==> config.mk <==
export PLATFORM = sky130hd
export DESIGN_NAME = calendar_clock_counter_top
export DESIGN_NICKNAME = d
export VERILOG_FILES = /design/src/sv/ccc_pkg.sv /design/src/sv/calendar_clock_counter_top.sv
export SDC_FILE = /design/constraint.sdc
export NUM_CORES = 1
export LEC_CHECK = 0
export BUFFER_PORTS_ARGS = -buffer_cell sky130_fd_sc_hd__buf_2
export CAP_MARGIN = 25
export CORE_MARGIN = 1.5
export CORE_UTILIZATION = 30
export CTS_CLUSTER_DIAMETER = 100
export CTS_CLUSTER_SIZE = 24
export DETAILED_ROUTE_END_ITERATION = 6
export SKIP_LAST_GASP = 1
export SLEW_MARGIN = 20
export SYNTH_ARGS = -nofsm -noshare
export SYNTH_HDL_FRONTEND = slang
export SYNTH_SLANG_ARGS = --single-unit
==> constraint.sdc <==
create_clock -name clk -period 5.9 [get_ports clk]
set_input_delay 0.59 -clock clk [delete_from_list [all_inputs] [get_ports clk]]
set_output_delay 0.59 -clock clk [all_outputs]
set_load 0.02 [all_outputs]
==> src/sv/ccc_pkg.sv <==
// ccc_pkg: item types, calendar constants and leap/month-length helpers
// for the calendar clock counter; no dependencies
`timescale 1ns / 1ps
`default_nettype none

package ccc_pkg;

    localparam logic OP_TICK = 1'b0;
    localparam logic OP_LOAD = 1'b1;

    localparam logic [5:0] SEC_MAX   = 6'd59;
    localparam logic [5:0] MIN_MAX   = 6'd59;
    localparam logic [4:0] HOUR_MAX  = 5'd23;
    localparam logic [4:0] DAY_MIN   = 5'd1;
    localparam logic [3:0] MONTH_MIN = 4'd1;
    localparam logic [3:0] MONTH_MAX = 4'd12;

    localparam logic [3:0] MONTH_FEB = 4'd2;
    localparam logic [3:0] MONTH_APR = 4'd4;
    localparam logic [3:0] MONTH_JUN = 4'd6;
    localparam logic [3:0] MONTH_SEP = 4'd9;
    localparam logic [3:0] MONTH_NOV = 4'd11;

    localparam logic [4:0] LEN_LONG  = 5'd31;
    localparam logic [4:0] LEN_SHORT = 5'd30;
    localparam logic [4:0] LEN_FEB   = 5'd28;
    localparam logic [4:0] LEN_FEB_L = 5'd29;

    // y divisible by 25 iff (y * inverse of 25 mod 2^16) <= floor(65535 / 25)
    localparam logic [15:0] DIV25_INV = 16'd23593;
    localparam logic [15:0] DIV25_MAX = 16'd2621;

    typedef struct packed {
        logic        opcode;
        logic [5:0]  load_second;
        logic [5:0]  load_minute;
        logic [4:0]  load_hour;
        logic [4:0]  load_day;
        logic [3:0]  load_month;
        logic [15:0] load_year;
    } ccc_in_t;

    typedef struct packed {
        logic [5:0]  second_now;
        logic [5:0]  minute_now;
        logic [4:0]  hour_now;
        logic [4:0]  day_now;
        logic [3:0]  month_now;
        logic [15:0] year_now;
        logic        leap_now;
    } ccc_out_t;

    function automatic logic is_leap(input logic [15:0] y);
        logic [31:0] prod;
        logic        div25;
        begin
            prod  = {16'd0, y} * {16'd0, DIV25_INV};
            div25 = (prod[15:0] <= DIV25_MAX);
            return (y[1:0] == 2'd0) && (!div25 || (y[3:0] == 4'd0));
        end
    endfunction

    function automatic logic [4:0] month_len(input logic [3:0] m, input logic leap);
        logic [4:0] len;
        begin
            unique case (m) inside
                MONTH_FEB:                                  len = leap ? LEN_FEB_L : LEN_FEB;
                MONTH_APR, MONTH_JUN, MONTH_SEP, MONTH_NOV: len = LEN_SHORT;
                default:                                    len = LEN_LONG;
            endcase
            return len;
        end
    endfunction

endpackage

`default_nettype wire

==> src/sv/calendar_clock_counter_top.sv <==
// calendar_clock_counter_top: real-time clock and gregorian calendar with
// valid/ready item channels; depends on ccc_pkg
`timescale 1ns / 1ps
`default_nettype none

// Each input item is a one-second tick or a load of a full date and time; each
// gives one result item with the date, time and leap flag after it. An item
// passes an input register, then the update logic that writes the result
// register, which is also the calendar state; one item can be taken every
// cycle while out_ready is high. The leap test of a new year (loaded, or the
// next year at new year's eve rollover) is one 16x16 multiply by the inverse
// of 25 plus a compare, and that path sets the cycle.
module calendar_clock_counter_top
(
    input  wire logic             clk,
    input  wire logic             rst_n,
    input  wire logic             in_valid,
    output logic                  in_ready,
    input  wire ccc_pkg::ccc_in_t in_data,
    output logic                  out_valid,
    input  wire logic             out_ready,
    output ccc_pkg::ccc_out_t     out_data
);

    logic             s1_valid_reg;
    logic             s1_valid_next;
    ccc_pkg::ccc_in_t s1_data_reg;
    logic             s1_go;

    logic             out_valid_reg;
    logic             out_valid_next;

    logic [5:0]  sec_reg,   sec_next;
    logic [5:0]  min_reg,   min_next;
    logic [4:0]  hour_reg,  hour_next;
    logic [4:0]  day_reg,   day_next;
    logic [3:0]  month_reg, month_next;
    logic [15:0] year_reg,  year_next;
    logic        leap_reg,  leap_next;

    logic [15:0] year_sel;
    logic        leap_sel;
    logic [3:0]  ld_month;
    logic [4:0]  ld_len;
    logic [4:0]  ld_day;
    logic [4:0]  cur_len;
    logic        sec_wrap, min_wrap, hour_wrap, day_wrap, month_wrap;

    assign s1_go    = s1_valid_reg && (!out_valid_reg || out_ready);
    assign in_ready = !s1_valid_reg || s1_go;

    always_comb
    begin
        s1_valid_next = s1_valid_reg;
        if (in_valid && in_ready)
        begin
            s1_valid_next = 1'b1;
        end
        else if (s1_go)
        begin
            s1_valid_next = 1'b0;
        end
    end

    always_comb
    begin
        out_valid_next = out_valid_reg;
        if (s1_go)
        begin
            out_valid_next = 1'b1;
        end
        else if (out_ready)
        begin
            out_valid_next = 1'b0;
        end
    end

    // shared leap test: loaded year, or next year for a tick
    assign year_sel = (s1_data_reg.opcode == ccc_pkg::OP_LOAD) ?
                      s1_data_reg.load_year : year_reg + 16'd1;
    assign leap_sel = ccc_pkg::is_leap(year_sel);

    // load clamping
    always_comb
    begin
        ld_month = s1_data_reg.load_month;
        if (ld_month < ccc_pkg::MONTH_MIN)
        begin
            ld_month = ccc_pkg::MONTH_MIN;
        end
        else if (ld_month > ccc_pkg::MONTH_MAX)
        begin
            ld_month = ccc_pkg::MONTH_MAX;
        end
        ld_len = ccc_pkg::month_len(ld_month, leap_sel);
        ld_day = s1_data_reg.load_day;
        if (ld_day < ccc_pkg::DAY_MIN)
        begin
            ld_day = ccc_pkg::DAY_MIN;
        end
        else if (ld_day > ld_len)
        begin
            ld_day = ld_len;
        end
    end

    // tick cascade
    assign cur_len    = ccc_pkg::month_len(month_reg, leap_reg);
    assign sec_wrap   = (sec_reg == ccc_pkg::SEC_MAX);
    assign min_wrap   = sec_wrap && (min_reg == ccc_pkg::MIN_MAX);
    assign hour_wrap  = min_wrap && (hour_reg == ccc_pkg::HOUR_MAX);
    assign day_wrap   = hour_wrap && (day_reg >= cur_len);
    assign month_wrap = day_wrap && (month_reg == ccc_pkg::MONTH_MAX);

    always_comb
    begin
        sec_next   = sec_reg;
        min_next   = min_reg;
        hour_next  = hour_reg;
        day_next   = day_reg;
        month_next = month_reg;
        year_next  = year_reg;
        leap_next  = leap_reg;
        if (s1_go)
        begin
            if (s1_data_reg.opcode == ccc_pkg::OP_LOAD)
            begin
                sec_next   = (s1_data_reg.load_second > ccc_pkg::SEC_MAX) ?
                             ccc_pkg::SEC_MAX : s1_data_reg.load_second;
                min_next   = (s1_data_reg.load_minute > ccc_pkg::MIN_MAX) ?
                             ccc_pkg::MIN_MAX : s1_data_reg.load_minute;
                hour_next  = (s1_data_reg.load_hour > ccc_pkg::HOUR_MAX) ?
                             ccc_pkg::HOUR_MAX : s1_data_reg.load_hour;
                day_next   = ld_day;
                month_next = ld_month;
                year_next  = s1_data_reg.load_year;
                leap_next  = leap_sel;
            end
            else
            begin
                sec_next = sec_wrap ? 6'd0 : sec_reg + 6'd1;
                if (sec_wrap)
                begin
                    min_next = min_wrap ? 6'd0 : min_reg + 6'd1;
                end
                if (min_wrap)
                begin
                    hour_next = hour_wrap ? 5'd0 : hour_reg + 5'd1;
                end
                if (hour_wrap)
                begin
                    day_next = day_wrap ? ccc_pkg::DAY_MIN : day_reg + 5'd1;
                end
                if (day_wrap)
                begin
                    month_next = month_wrap ? ccc_pkg::MONTH_MIN : month_reg + 4'd1;
                end
                if (month_wrap)
                begin
                    year_next = year_sel;
                    leap_next = leap_sel;
                end
            end
        end
    end

    always_ff @(posedge clk or negedge rst_n)
    begin
        if (!rst_n)
        begin
            s1_valid_reg  <= 1'b0;
            out_valid_reg <= 1'b0;
            sec_reg       <= 6'd0;
            min_reg       <= 6'd0;
            hour_reg      <= 5'd0;
            day_reg       <= ccc_pkg::DAY_MIN;
            month_reg     <= ccc_pkg::MONTH_MIN;
            year_reg      <= 16'd0;
            leap_reg      <= 1'b1;
        end
        else
        begin
            s1_valid_reg  <= s1_valid_next;
            out_valid_reg <= out_valid_next;
            sec_reg       <= sec_next;
            min_reg       <= min_next;
            hour_reg      <= hour_next;
            day_reg       <= day_next;
            month_reg     <= month_next;
            year_reg      <= year_next;
            leap_reg      <= leap_next;
        end
    end

    always_ff @(posedge clk)
    begin
        if (in_valid && in_ready)
        begin
            s1_data_reg <= in_data;
        end
    end

    assign out_valid           = out_valid_reg;
    assign out_data.second_now = sec_reg;
    assign out_data.minute_now = min_reg;
    assign out_data.hour_now   = hour_reg;
    assign out_data.day_now    = day_reg;
    assign out_data.month_now  = month_reg;
    assign out_data.year_now   = year_reg;
    assign out_data.leap_now   = leap_reg;

    a_time_range: assert property (@(posedge clk) disable iff (!rst_n)
        (sec_reg <= ccc_pkg::SEC_MAX) && (min_reg <= ccc_pkg::MIN_MAX)
        && (hour_reg <= ccc_pkg::HOUR_MAX))
        else $error("time counter out of range");

    a_date_range: assert property (@(posedge clk) disable iff (!rst_n)
        (month_reg >= ccc_pkg::MONTH_MIN) && (month_reg <= ccc_pkg::MONTH_MAX)
        && (day_reg >= ccc_pkg::DAY_MIN)
        && (day_reg <= ccc_pkg::month_len(month_reg, leap_reg)))
        else $error("date out of range");

    a_leap_match: assert property (@(posedge clk) disable iff (!rst_n)
        leap_reg == ccc_pkg::is_leap(year_reg))
        else $error("leap flag does not match year");

    a_one_item: assert property (@(posedge clk) disable iff (!rst_n)
        s1_go |=> out_valid_reg)
        else $error("item lost between stages");

endmodule

`default_nettype wire

== After elaboration in Yosys (flattened, before gate mapping) ==
Index checks and enable logic that the tools add are counted.

* Word-level logic and storage cells: 109
* Register bits after elaboration: 88
* Bits in writable memories: 0
* Memories kept: 0
* Output and inout bits: 45
* Bits in latches: 0
* Input bits: 47
* Bits in read-only memories: 0

* Bitwise logic cells: 0
* Add/sub/neg operators: 6
* Div/mod/pow operators: 0
* $lt $le $gt $ge: 9
* Reduce and logical (&&, ||, !) cells: 29
* Shifts and indexed selects: 0
* Mux-type cells: 34
* Equal/unequal tests: 14
* $mul: 1

{| class="wikitable"
|+ Operators with widths
! cell !! number
|-
| 2-to-1 mux 16 bit || 3
|-
| 2-to-1 mux 5 bit || 9
|-
| 2-to-1 mux 6 bit || 7
|-
| equality test 4 bit, second input constant || 5
|-
| 2-to-1 mux 4 bit || 5
|-
| adder 16 x 1 -> 16 bit, second input constant || 1
|-
| equality test 4 x 3 -> 1 bit, second input constant || 4
|-
| <= comparator 16 x 12 -> 1 bit, second input constant || 1
|-
| multiplier 16 x 15 -> 16 bit, second input constant || 1
|-
| nonzero test 2 bit || 7
|-
| adder 6 x 1 -> 6 bit, second input constant || 2
|-
| equality test 6 bit, second input constant || 2
|-
| > comparator 6 bit, second input constant || 2
|-
| adder 5 x 1 -> 5 bit, second input constant || 2
|-
| AND reduction 2 bit || 5
|-
| equality test 4 x 2 -> 1 bit, second input constant || 2
|-
| 2-to-1 mux 1 bit || 8
|-
| one-hot mux 2 bit (2 select lines) || 2
|-
| OR reduction 4 bit || 2
|-
| logical AND 1 bit || 7
|-
| equality test 5 bit, second input constant || 1
|-
| >= comparator 5 bit || 1
|-
| > comparator 5 bit || 1
|-
| > comparator 5 bit, second input constant || 1
|-
| other kinds (8) || 12
|}

== Longest topological paths before layout ==
Gate-level depths: netlist of run 1.

* Depth in word-level cells: 13
* Depth in mapped cells: 34
* Gate-level depth less buffers: 34

== Worst setup path before layout of run 1 ==
OpenSTA, ideal clock, no wires.

* Path type: reg-to-reg
* Start: register year_reg[0]
* End: register day_reg[1]
* Arrival time: 6378 ps
* Setup time: 133 ps
* Data required time: 5767 ps
* Path buffers: 0
* Period minus slack after synthesis: 6511 ps
* Setup slack: -611 ps
* Cell stages (with the launch flop): 35
* Cells stage by stage: dfrtp_1 > ha_1 > nand2_1 > nor2_1 > nand4_1 > xor2_1 > o21ai_0 > ha_1 > inv_1 > fa_1 > inv_1 > ha_1 > inv_1 > fa_1 > fa_1 > inv_1 > ha_1 > ha_1 > o21ai_0 > nand2b_1 > nand2_1 > a32oi_1 > xnor2_1 > xnor3_1 > nand4_1 > nand2_1 > inv_1 > ha_1 > a21oi_1 > o21ai_0 > nand2_1 > o21ai_0 > nor2b_1 > a21oi_1 > a21oi_1

* Longest elaborated chain between the ends: 13
* Elaborated cells on any way between the ends: 15

{| class="wikitable"
|+ Ends and longest elaborated chain
! element !! RTL line !! source
|-
| start: declaration || calendar_clock_counter_top.sv:38 || <nowiki>logic [15:0] year_reg, year_next;</nowiki>
|-
| start signal: assignment || calendar_clock_counter_top.sv:190 || <nowiki>year_reg <= year_next;</nowiki>
|-
| adder 16 x 1 -> 16 bit (*) || calendar_clock_counter_top.sv:80 || <nowiki>s1_data_reg.load_year : year_reg + 16'd1;</nowiki>
|-
| 2-to-1 mux 16 bit (*) || calendar_clock_counter_top.sv:79 || <nowiki>assign year_sel = (s1_data_reg.opcode == ccc_pkg::OP_LOAD) ?</nowiki>
|-
| multiplier 16 x 15 -> 16 bit || ccc_pkg.sv:57 || <nowiki>prod = {16'd0, y} * {16'd0, DIV25_INV};</nowiki>
|-
| <= comparator 16 x 12 -> 1 bit || ccc_pkg.sv:58 || <nowiki>div25 = (prod[15:0] <= DIV25_MAX);</nowiki>
|-
| logical NOT 1 bit || ccc_pkg.sv:59 || <nowiki>return (y[1:0] == 2'd0) && (!div25 || (y[3:0] == 4'd0));</nowiki>
|-
| logical OR 1 bit || ccc_pkg.sv:59 ||
|-
| logical AND 1 bit (*) || ccc_pkg.sv:59 ||
|-
| 2-to-1 mux 1 bit (*) || ccc_pkg.sv:67 || <nowiki>MONTH_FEB: len = leap ? LEN_FEB_L : LEN_FEB;</nowiki>
|-
| one-hot mux 2 bit (2 select lines) (*) || ccc_pkg.sv:66 || <nowiki>unique case (m) inside</nowiki>
|-
| > comparator 5 bit (*) || calendar_clock_counter_top.sv:101 || <nowiki>else if (ld_day > ld_len)</nowiki>
|-
| 2-to-1 mux 5 bit (*) || calendar_clock_counter_top.sv:101 ||
|-
| 2-to-1 mux 5 bit (*) || calendar_clock_counter_top.sv:97 || <nowiki>if (ld_day < ccc_pkg::DAY_MIN)</nowiki>
|-
| 2-to-1 mux 5 bit (*) || calendar_clock_counter_top.sv:126 || <nowiki>if (s1_data_reg.opcode == ccc_pkg::OP_LOAD)</nowiki>
|-
| end signal: assignment || calendar_clock_counter_top.sv:176 || <nowiki>day_reg <= ccc_pkg::DAY_MIN;</nowiki>
|-
| end signal: assignment || calendar_clock_counter_top.sv:188 || <nowiki>day_reg <= day_next;</nowiki>
|-
| end: declaration || calendar_clock_counter_top.sv:36 || <nowiki>logic [4:0] day_reg, day_next;</nowiki>
|}

Mark *: on every way between the ends. The rest lies on a longest branch, timed or not.
A chain may end at the register's enable or synchronous reset.

== Worst setup path after layout of run 1 ==
* Start: register year_reg[0]
* End: register day_reg[0]

* Longest elaborated chain between the ends: 13
* Elaborated cells on any way between the ends: 15

{| class="wikitable"
|+ Ends and longest elaborated chain
! element !! RTL line
|-
| adder 16 x 1 -> 16 bit (*) || calendar_clock_counter_top.sv:80
|-
| 2-to-1 mux 16 bit (*) || calendar_clock_counter_top.sv:79
|-
| multiplier 16 x 15 -> 16 bit || ccc_pkg.sv:57
|-
| <= comparator 16 x 12 -> 1 bit || ccc_pkg.sv:58
|-
| logical NOT 1 bit || ccc_pkg.sv:59
|-
| logical OR 1 bit || ccc_pkg.sv:59
|-
| logical AND 1 bit (*) || ccc_pkg.sv:59
|-
| 2-to-1 mux 1 bit (*) || ccc_pkg.sv:67
|-
| one-hot mux 2 bit (2 select lines) (*) || ccc_pkg.sv:66
|-
| > comparator 5 bit || calendar_clock_counter_top.sv:101
|-
| 2-to-1 mux 5 bit (*) || calendar_clock_counter_top.sv:101
|-
| 2-to-1 mux 5 bit (*) || calendar_clock_counter_top.sv:97
|-
| 2-to-1 mux 5 bit (*) || calendar_clock_counter_top.sv:126
|}

Marked as above.

==> results of run 1 <==
[final timing paths]
check / startpoint / endpoint / slack, ps / cells past startpoint
min in group clk: in_data[39] / s1_data_reg[39] / 400 / 1
hold reg to reg: leap_reg / leap_reg / 500 / 2
setup / recovery: year_reg[0] / day_reg[0] / -240 / 35
hold / removal: rst_n / sec_reg[5] / 330 / 2
max in group asynchronous: rst_n / year_reg[1] / 5100 / 2
setup reg to reg: year_reg[0] / day_reg[0] / -240 / 35
[per-layer routing]
layer / share of wire / global-route usage / vias up
met4: 0.0099 / 0.03418 / 0
met1: 0.49 / 0.2088 / 2396
met2: 0.46 / 0.2398 / 101
li1: - / - / 2477
met3: 0.045 / 0.03229 / 14
met5: 0 / 0 / -
[cell usage in the layout, fill, tap and decap left out, types with 3 or more instances in the layout]
cell type | netlist | routed
a211oi_1 | 4 | 3
a21o_1 | 3 | 3
a21oi_1 | 30 | 28
a221o_1 | 4 | 4
a22oi_1 | 7 | 7
a31oi_1 | 7 | 6
a32oi_1 | 4 | 3
and3_1 | 5 | 5
buf_2 | 1 | 91
buf_4 | 2 | 75
clkbuf_16 | 0 | 9
dfrtp_1 | 42 | 34
dfrtp_2 | 0 | 8
dfstp_2 | 3 | 3
edfxtp_1 | 43 | 43
fa_1 | 18 | 18
ha_1 | 75 | 66
ha_4 | 0 | 9
inv_1 | 65 | 59
inv_2 | 0 | 6
inv_6 | 0 | 4
mux2i_1 | 3 | 3
nand2_1 | 61 | 59
nand2b_1 | 9 | 9
nand3_1 | 14 | 13
nand3b_1 | 4 | 4
nand4_1 | 6 | 6
nor2_1 | 35 | 33
nor2b_1 | 7 | 7
nor3_1 | 14 | 11
nor3_2 | 1 | 4
nor3b_1 | 3 | 3
o21ai_0 | 51 | 38
o21ai_1 | 11 | 20
o21ai_2 | 0 | 4
or2_2 | 5 | 5
xnor2_1 | 19 | 19
xor2_1 | 8 | 8
[power groups by stage]
stage / Combinational, mW / Clock (mW) / Sequential [mW]
2_1_floorplan: 1.98 / 0 / 0.992
3_3_place_gp: 2.81 / 0 / 0.905
3_5_place_dp: 2.85 / 0 / 0.904
4_1_cts: 2.95 / 0.667 / 0.895
5_1_grt: 3.48 / 0.690 / 0.916
6_report: 3.09 / 0.655 / 0.898
[cell type report]
cell class | instances | area, um^2
well taps | 265 | 331.6
inverters | 65 | 244.0
multi-input cells | 443 | 3573
flip-flops and latches | 88 | 2431
repair buffers | 168 | 1050
fillers | 1913 | 11760
clock buffers | 9 | 225.2
clock inverters | 7 | 106.4
[kinds of logic (layout without fill, tap and decap cells)]
family | count (synthesis) | in the layout
AOI/OAI and AO/OA | 135 | 135
xor gates and xnor gates | 28 | 28
adders and majority gates | 93 | 93
buffers and inverters | 81 | 249
DFF | 88 | 88
muxes | 4 | 4
and+or+nand+nor | 183 | 183
[per-stage QoR]
stage / setup slack (ps) / total power [mW] / setup TNS, ps / util / area (um^2)
2_1_floorplan: -163.0 / 2.969 / -286.1 / - / 6213
3_3_place_gp: -268.0 / 3.712 / -469.9 / 0.3735 / 7365
3_5_place_dp: -358.0 / 3.757 / -676.4 / 0.3745 / 7385
4_1_cts: -180.5 / 4.515 / -312.4 / 0.3972 / 7833
5_1_grt: -523.0 / 5.088 / -1014 / 0.4038 / 7961
6_report: -237.5 / 4.644 / -383.9 / 0.4038 / 7961
[worst max-delay path: cells and delay by family (launching register included)]
family / cells / cell delay (ps)
fa+ha+maj: 8 / 2700
buf+inv: 13 / 1310
simple gates: 7 / 630
xor+xnor: 3 / 600
compound gates: 4 / 430
flops: 1 / 410
[timing repair]
action,CTS,global route
endpoints found under the setup margin,2,2
setup buffers,11,5
pin swaps,14,21
resized for setup,10,27
==> summary.md, run 1 <==
| Metric | Value |
|---|---|
| Status | `complete, but fails checks` |
| Violated checks | `negative setup slack` |
| Layout cells sized above 1 | `0.3179` |
| Root buffer cell | `clkbuf_16` |
| Setup ws final | `-237.5 ps` |
| Die Y | `145.6 um` |
| Routed vias/inst | `4.773` |
| Static leakage | `3.534 nW` |
| Routed Antenna Nets | `0` |
| CTS clk-pin slew, worst paths | `80 ps` |
| Cells after Synth | `612` |
| Top cells by area, synth | `edfxtp_1, dfrtp_1, ha_1` |
| Yosys warning count | `0` |
| Critical Path Fanout Max | `6` |
| Synthesized Nets | `752` |
| Worst hold path class | `input pin to asynchronous set/reset pin` |
| Number of synthesized flops with an enable pin | `43` |
| DRC | `0` |
| Avg Synthesized Cell Area | `9.967 um^2` |
| Final non-filler cell total | `1,045` |
| Yosys top cell area share | `0.2117` |
| Starting density of the core | `0.3093` |
| Number of diodes | `0` |
| Post-synth top area cell | `edfxtp_1` |
| Cell Pwr Density | `583.3 nW/um^2` |
| Switching share of power | `0.4188` |
| Seq/Total Area, Yosys | `0.3969` |
| Grt ovf | `0` |
| CP dominant cell by count | `buf_4` |
| Max reg flops | `43` |
| Final Hold Fails | `0` |
| First-pass GRT wire length | `25.25 mm` |
| Required time of the critical path | `6190 ps` |
| Port buffer count | `91` |
| Async set or reset register ratio after synthesis | `0.5114` |
| CTS Buf Count | `9` |
| Syn Std Cell Area | `6100 um^2` |
| Simple-Gate Fraction of Synth Area | `0.1534` |
| Min Tclk post-route | `6137 ps` |
| Post-detail-place hpwl | `11.80 mm` |
| Worst path max stage delay | `540 ps` |
| Synth cell types | `62` |
| Setup violators final | `2` |
| Post-synth top flop | `edfxtp_1` |
| Vias | `4,988` |
| Clk sinks | `88` |
| Slew Limit Fails | `0` |
| Main combinational cell family by area after synthesis | `adder cells` |
| Clock share of power | `0.141` |
| Worst EP arrival | `6430 ps` |
| Setup Crit Path Kind | `register to register` |
| Die footprint | `21,200 um^2` |
| Initial antenna violation count | `0` |
| XOR/XNOR Fraction of Synth Area | `0.04246` |
| Hold slack final | `326.0 ps` |
| Vias in the first global route | `4,882` |
| Std-Cell Rows | `51` |
| TritonCTS clock tree | `yes` |
| Most common cell in the synthesized netlist | `ha_1` |
| RePlAce Congestion | `0.8718` |
| Htree depth | `3` |
| Adder-cell share of the synthesized area | `0.2129` |
| Worst Setup End Kind | `register` |
| Fmax | `0.1629 GHz` |
| Comb pwr share | `0.666` |
| Synth Register Bits | `88` |
| Die X | `145.6 um` |
| DR WL/cell | `14.85 um` |
| Layout Skew | `11.32 ps` |
| Pint | `2.699 mW` |
| GRT Overall Usage | `0.1505` |
| Switch Pwr | `1.945 mW` |
| Nets | `915` |
| Final Cycle Share | `1.040` |
| Actual transition at the worst max-transition pin | `908.2 ps` |
| CORE AREA | `19,720 um^2` |
| Synth Area in Compound Gates | `0.1325` |
| Total Wirelength | `15.51 mm` |
| RSZ-0062 raised after global routing | `true` |
| Rel. slew slack | `0.3923` |
| Multiplexer share of the synthesized area | `0.006769` |
| Startpoint Class | `register` |
| Max-cap viol count | `0` |
| Worst path slowest cell | `fa_1` |
| Hold buffers post-CTS | `0` |
| Synth cell count leaders | `ha_1, inv_1, nand2_1` |
| Area Overhead vs Synth | `30.52%` |
| 1st-iter DRT viols | `393` |
| Register share of total power | `0.193` |
| Inst Count DP | `1,014` |
| Worst skew pair latency | `360 ps` |
| Worst vdd ir | `0.0004786 V` |
| Largest net degree at the start of global routing | `46` |
| Clk buf depth | `2` |
| IO Pins | `92` |
| Drt pass-1 iters | `4` |
Note: power is estimated with default switching activity, not from simulation.
==> run 2, diff against run 1 <==
- ABC_AREA: unset -> 1
- clock period: 5.9 -> 6.46 ns (I/O delays scaled with it)
==> run 2 against run 1 <==
  * The run now ends clean
  * Sequential cell count stayed put
  * Worst hold slack better by 65 ps
  * Register-to-register slack better by 540 ps
  * Die area is 3.3% higher
  * Combinational power hardly changed
  * Clock skew is 1.2 ps higher
  * Sequential power is 2% lower
  * Clock-buffer cell count stayed put
  * Core utilization is 3.2 points lower
  * Synthesized cell count is 16% higher
==> summary.md, run 2 <==
| Metric | Value |
|---|---|
| Number of synthesized flops with an enable pin | `43` |
| Slew Limit Fails | `0` |
| Largest net degree at the start of global routing | `46` |
| Die footprint | `21,890 um^2` |
| Grt ovf | `0` |
| Worst EP arrival | `6380 ps` |
| Vias in the first global route | `4,868` |
| DRC | `0` |
| 1st-iter DRT viols | `301` |
| Nets | `964` |
| FF-to-FF setup slack | `300 ps` |
| Setup TNS | `0 ps` |
| Worst path max stage delay | `540 ps` |
| Multiplexer share of the synthesized area | `0` |
| Initial antenna violation count | `0` |
| Cells after Synth | `710` |
| Cell Pwr Density | `592.0 nW/um^2` |
| First-pass GRT wire length | `24.78 mm` |
| Fmax | `0.1623 GHz` |
| Syn Std Cell Area | `6304 um^2` |
| Hold buffers post-CTS | `0` |
| Simple-Gate Fraction of Synth Area | `0.2009` |
| Synth Area in Compound Gates | `0.09091` |
| Port buffer count | `91` |
| Final Cycle Share | `0.9537` |
| Drt pass-1 iters | `5` |
| Max-cap viol count | `0` |
| Max reg flops | `43` |
| Reg2Reg Launch Point | `year_reg[1]` |
| Number of diodes | `0` |
| DR WL/cell | `13.81 um` |
| Worst path slowest cell | `fa_1` |
| Fin area | `7590 um^2` |
| Post-synth top area cell | `edfxtp_1` |
| Reg2reg path depth | `35` |
| Root buffer cell | `clkbuf_16` |
| Rel. slew slack | `0.5608` |
| Inst Count DP | `1,074` |
| CP dominant cell by count | `inv_1` |
| Layer with the highest usage | `met2` |
| Vias | `5,017` |
| Clk buf depth | `2` |
| DP Area | `7141 um^2` |
| Synth cell count leaders | `nand2_1, inv_1, ha_1` |
| Critical Path Sink | `day_reg[1]` |
| Routed vias/inst | `4.565` |
| Clk sinks | `88` |
| Met3 global-route usage | `0.02685` |
| Most common cell in the synthesized netlist | `nand2_1` |
| Starting density of the core | `0.3085` |
| Die Y | `148.0 um` |
| Layout Skew | `12.57 ps` |
| Routed Antenna Nets | `0` |
| Main combinational cell family by area after synthesis | `adder cells` |
| Min Tclk post-route | `6161 ps` |
| IO Pins | `92` |
| Htree depth | `3` |
| Avg Synthesized Cell Area | `8.878 um^2` |
| M2 GR Usage | `0.2227` |
| Commonest cells after routing, fill and taps aside | `nand2_1, inv_1, buf_2` |
| Worst Setup End Kind | `register` |
| Yosys warning count | `0` |
| TritonCTS clock tree | `yes` |
| Critical Path Fanout Max | `4` |
| Crit. Startpoint | `year_reg[1]` |
| CORE AREA | `20,430 um^2` |
| Synth cell types | `47` |
| Post-detail-place hpwl | `11.66 mm` |
| Actual transition at the worst max-transition pin | `657.3 ps` |
| Layout cells sized above 1 | `0.2159` |
| Setup violators final | `0` |
| Setup Crit Path Kind | `register to register` |
| Synthesized Nets | `850` |
| Worst skew pair latency | `360 ps` |
| CTS Buf Count | `9` |
| CTS clk-pin slew, worst paths | `80 ps` |
| Most common cell after layout, fill and taps aside | `nand2_1` |
| Die X | `148.0 um` |
| Async set or reset register ratio after synthesis | `0.5114` |
| Total Wirelength | `15.18 mm` |
| Met1 usage | `0.2050` |
| Yosys top cell area share | `0.2048` |
| Final non-filler cell total | `1,099` |
| Required time of the critical path | `6680 ps` |
| Area Overhead vs Synth | `20.40%` |
| Seq/Total Area, Yosys | `0.3841` |
| Synth Register Bits | `88` |
| Status | `complete, no violations` |
| FF+latch area | `2424 um^2` |
| Critical R2R Capture | `day_reg[1]` |
| Std-Cell Rows | `52` |
| Post-synth top flop | `edfxtp_1` |
| # fillers | `2,115` |
| Static leakage | `3.779 nW` |
| Top cells by area, synth | `edfxtp_1, dfrtp_1, ha_1` |
| XOR/XNOR Fraction of Synth Area | `0.03613` |
| Worst hold path class | `input pin to asynchronous set/reset pin` |
| Startpoint Class | `register` |
| Adder-cell share of the synthesized area | `0.2060` |
| Multi-input logic area | `3423 um^2` |
| Hold slack final | `390.5 ps` |
| Worst vdd ir | `0.0005465 V` |
| Final Hold Fails | `0` |
| GRT Overall Usage | `0.1435` |
| RePlAce Congestion | `0.8327` |
run 2: kinds of logic (layout without fill, tap and decap cells):
family          after synthesis  after routing
simple gates                271            271
fa+ha+maj                    93             93
compound gates              101            101
flops                        88             88
buf+inv                     131            250
xor+xnor                     26             26
run 2: critical path, delay by kind of cell, from the launching register on:
kind / cells / cell delay (ps)
XOR/XNOR: 1 / 170
flip-flops: 1 / 410
adder cells (fa/ha/maj): 8 / 2880
AO/OA/AOI/OAI: 7 / 990
buffers and inverters: 6 / 330
AND/OR/NAND/NOR: 13 / 1240
run 2: per-stage QoR:
step                      worst slack (ps)  total power, mW  utilization
final                                299.1            4.493       0.3715
after global routing                -33.54            5.005       0.3715
after CTS                            88.83            4.353       0.3645
after detailed placement             11.15            3.773       0.3495
after global placement               200.4            3.752       0.3495
after floorplan                      250.8            3.112            -
run 2: routing by layer:
| layer | vias up | wire length, um |
|---|---|---|
| li1 | 2576 | - |
| met1 | 2324 | 7600 |
| met2 | 101 | 6725 |
| met3 | 16 | 672 |
| met4 | 0 | 179 |
| met5 | - | 0 |
run 2: area by class of cell:
cell class,instances,share of cell area
clock buffers,9,0.02967
clock inverters,7,0.01006
inverters,119,0.05902
multi-input cells,491,0.4510
flip-flops and latches,88,0.3193
well taps,270,0.04451
repair buffers,115,0.08638
run 2: worst min path at each step:
| stage | slack, ps | depth (start not counted) | endpoint |
|---|---|---|---|
| after floorplan | 350 | 0 | day_reg[1] |
| after global placement | 510 | 2 | day_reg[0] |
| after detailed placement | 510 | 2 | day_reg[0] |
| after CTS | 410 | 2 | day_reg[3] |
| after global routing | 440 | 1 | s1_data_reg[29] |
| final | 390 | 2 | day_reg[1] |
run 2: power breakdown:
part           internal [mW]  switching, mW  leakage, nW
combinational           1.30           1.78         2.68
sequential             0.731          0.150        0.951
clock                  0.277          0.261        0.150
total                   2.30           2.19         3.78
run 2: timing repair:
action                                  in CTS  in global routing
setup buffers                                0                  8
gates resized for setup                      1                 16
endpoints found under the setup margin       1                  2
gates cloned                                 0                  0
pin swaps                                    0                  5
